## src/rtl/afc_ram.sv

```systemverilog
// Generic single-port-write, single-read RAM with registered read data.
`default_nettype none
module afc_ram #(
  parameter int WIDTH = 32,
  parameter int DEPTH = 16
) (
  input  wire logic                     clk,
  input  wire logic                     we,
  input  wire logic [$clog2(DEPTH)-1:0] waddr,
  input  wire logic [WIDTH-1:0]         wdata,
  input  wire logic [$clog2(DEPTH)-1:0] raddr,
  output logic      [WIDTH-1:0]         rdata
);
  logic [WIDTH-1:0] mem [DEPTH];

  always_ff @(posedge clk) begin
    if (we) begin
      mem[waddr] <= wdata;
    end
    rdata <= mem[raddr];
  end
endmodule
`default_nettype wire
```

## config.mk

```make
export PLATFORM = sky130hd
export DESIGN_NAME = afc_ram
export DESIGN_NICKNAME = d
export VERILOG_FILES = /design/src/rtl/afc_ram.sv
export SDC_FILE = /design/constraint.sdc
export NUM_CORES = 1
export LEC_CHECK = 0
export BUFFER_PORTS_ARGS = -buffer_cell sky130_fd_sc_hd__buf_2
export CAP_MARGIN = 40
export CORE_AREA = 2 2 226 228
export DETAILED_ROUTE_END_ITERATION = 8
export DIE_AREA = 0 0 228 230
export PLACE_DENSITY_LB_ADDON = 0.1
export SYNTH_ARGS = -nofsm -noshare
export SYNTH_HDL_FRONTEND = slang
export SYNTH_SLANG_ARGS = --single-unit
```

## constraint.sdc

```tcl
create_clock -name clk -period 4.85 [get_ports clk]
set_input_delay 0.7275 -clock clk [delete_from_list [all_inputs] [get_ports clk]]
set_output_delay 0.7275 -clock clk [all_outputs]
set_load 0.02 [all_outputs]
```

---- Word-level counts from Yosys, hierarchy flattened ----
Memories as Yosys holds them, arrays and structs flattened. A register that Yosys moved wholly into a read port is not among the register bits.
Cells that the tools add are included.
word-level totals
  bits in writable memories ............... 512
  logic and storage cells ................. 3
  bits in registers ....................... 0
  memories kept ........................... 1
operators by class
  mux-type cells .......................... 2
memories
  memory  words  bits a word  rd ports  clocked after memory_dff  wr ports  line  source
  mem     16     32           1         1                         1         14    logic [WIDTH-1:0] mem [DEPTH];
operators by type and width
  cell               number
  two-way mux 1 bit  2

---- Depth between registers and ports, before layout ----
  depth in word-level cells ............... 2
  mapped depth ............................ 5
  depth with buffers taken out ............ 3

---- Least setup slack after synthesis ----
Ideal clock, no wire load.
  path type ............................... input -> register
  start point ............................. in waddr[2]
  end point ............................... mem mem[0][0], enable pin
  setup time .............................. 461 ps
  path buffers ............................ 0
  slack ................................... 943 ps
  required time ........................... 4389 ps
  arrival time ............................ 3446 ps
  cell stages on the path ................. 2
  cell sequence ........................... or3b_2 > nor3_1
RTL lines
  element             line  source
  start: declaration  9     input wire logic [$clog2(DEPTH)-1:0] waddr,
  end: declaration    14
Straight into the memory's write port.

==> results.cfg <==
[run_status]
outcome = finished clean

[clock_tree]
cts_made_buffers = 59
post_cts_buffers = 0
htreeDepth = 2
cts_buffer_depth = 3
cts.clk_slew.worst_paths_ps = 60
holdBufCountCts = 0
clock_sinks = 544
cts-root-buf = clkbuf_16
worstSkewPairLatency_ps = 610
cts_tree = yes
cts_resized = 0

[worst_setup_path]
critPathLaunchType = input pin
r2r_end = rdata[27]
r2r_start = mem[3][27]
cp-end-kind = flop
cp_data_required_time_ps = 5340
ff2ff_setup_slack_ps = 3410
path_max_fanout = 72
worstRegToRegCells = 3
path_class = in -> reg
arrival_ps = 2690

[finish]
fin_nets = 1000
drive_above_1_share_pct = 33.23
antenna_cells = 0
syn_to_final_growth_pct = 17.08
layout.cells.non_filler = 1680
fill_cells = 4206

[synthesis]
synth_top_area_share_pct = 77.44
ys.flop_type = edfxtp_1
synthTopCellsByArea = edfxtp_1 (77%), mux4_2 (15%), dfxtp_1 (3.2%)
yosysWarningCount = 0
synth_seq_cells = 544
yosysMostFrequentCell = edfxtp_1
synth-seq-area-share_pct = 80.67
synth_cells = 838
syn_area_per_cell_sq_um = 23.69
ys_types = 18
async_flop_share_pct = 0
synth_nets = 880
netlist_area_sq_um = 19850
synth-edff-count = 512
ys_top_cells_by_count = edfxtp_1 (512), mux4_2 (128), a22oi_1 (64)
synth_top_cell_by_area = edfxtp_1

[global_route]
antenna_found_initial = 1
grt_max_degree = 73
grt-ovfl-total = 0
grt_pass1_vias = 9563
track_usage_pct = 16.52
grt_first_pass_wirelength_um = 63610

[pwr]
p_seq_share_pct = 51.6
p_switching_mw = 2.112
p_per_area_nw_per_um2 = 440.2
vdd_ir_drop_max_uv = 275.2
switching_share_pct = 20.64
power_frac_comb_pct = 4.8
internal-power_mw = 8.121
p_leak_nw = 7.459
clkPwrFrac_pct = 43.5

[place]
hpwl_um = 22920
io_buffers = 73
finalWeightedCongestion = 0.6673
placed_cells = 1569

[detailed_routing]
vias = 8827
postRouteAntennaNets = 0
drc_errors = 0
drtPass1Iterations = 8
drt_wl_total_um = 42220
via_per_inst = 5.254
wire_per_inst_um = 25.13
drtIter0Drc = 788

[sta]
timing.setup.tns_ps = 0
drv_slew = 0
finalHoldViolCount = 0
fin_skew_ps = 13.48
rsz0062_at_grt = false
fin_crit_ps = 2200
finalSetupViolations = 0
worst_slew_margin_rel_pct = 36.75
worstMarginPinSlew_ps = 948.8
period_share_pct = 45.36
fmax_mhz = 454.5

[job]
maxCapViolCount = 0

[worst_hold_path]
min_from = wdata[21]
hold_path_depth = 1
min_to = mem[14][21]
hp-class = in -> reg

[floorplan]
ios = 74
core-area_sq_um = 49860
initial_core_util_pct = 39.82
die_y_um = 230
rows = 82
dieWidth_um = 228
die-area_sq_um = 52440
[flip-flops by register name (all words and copies together), names as in the netlist]
signal and count:
mem 512, rdata 32
[worst max-delay path by stage]
stage | startpoint | to | slack (ps)
finish | raddr[0] | rdata[5] | 2650
global route | raddr[0] | rdata[5] | 2440
CTS | raddr[0] | rdata[5] | 2630
detailed placement | raddr[0] | rdata[5] | 1970
global placement | raddr[0] | rdata[16] | 1970
floorplan | waddr[2] | mem[0][0] | 940
[cells by family (layout without fill, tap and decap cells)]
logic type / count (synthesis) / in the layout / share of synthesized area [%]
mux: 128 / 128 / 14.52
compound gates: 64 / 64 / 2.420
buf+inv: 43 / 213 / 1.122
simple gates: 59 / 59 / 1.273
flops: 544 / 544 / 80.67
[layer usage]
metal  up-vias  part of all wire (%)  wire length [um]  global-route usage, %
li1       3824                     -                 -                      -
met1      4752                    46             19540                  23.48
met2       191                    48             20080                  26.38
met3        58                   4.6              1939                  3.497
met4         2                   1.6               655                  3.779
met5         -                 0.031                13                      0
[layout by cell type, fill, tap and decap left out, types with 5 or more instances in the layout]
master,count
edfxtp_1,512
mux4_2,128
buf_2,71
a22oi_1,64
clkbuf_16,61
nand2_1,33
dfxtp_1,32
buf_4,23
clkinv_1,17
nor2_4,13
clkbuf_1,10
clkinv_2,10
bufinv_16,6
clkbuf_8,5
[power groups by stage]
| stage | Clock, mW | Sequential [mW] | Combinational [mW] |
|---|---|---|---|
| final | 4.45 | 5.29 | 0.493 |
| after global routing | 4.76 | 5.29 | 0.539 |
| after CTS | 4.57 | 5.29 | 0.509 |
| after detailed placement | 0 | 5.39 | 0.508 |
| after global placement | 0 | 5.39 | 0.500 |
| after floorplan | 0 | 5.42 | 0.252 |
[critical path: stages]
cell and delay [ps]:
buf_8 570, buf_4 400, mux4_2 530, a22oi_1 190
nand2_1 90
[area by class of cell]
| type | instances | area (sq um) | share of cell area [%] |
|---|---|---|---|
| timing repair buffer | 102 | 696.9 | 2.998 |
| clock buffer | 76 | 1633 | 7.024 |
| clock inverter | 35 | 309.0 | 1.330 |
| sequential | 544 | 16020 | 68.90 |
| tap | 672 | 840.8 | 3.617 |
| multi-input combinational | 251 | 3750 | 16.13 |
[per-stage QoR]
stage          utilization [%]  worst slack (ps)  area, sq um  power (mW)  hold WS [ps]
2_1_floorplan                -             942.9        19850       5.671         634.9
3_3_place_gp             42.48              1967        21180       5.885         652.2
3_5_place_dp             42.72              1968        21300       5.894         656.1
4_1_cts                  46.62              2630        23240       10.37         460.0
5_1_grt                  46.62              2443        23240       10.59         484.5
6_report                 46.62              2650        23240       10.23         500.3
Power figures use the tool's default switching activity.
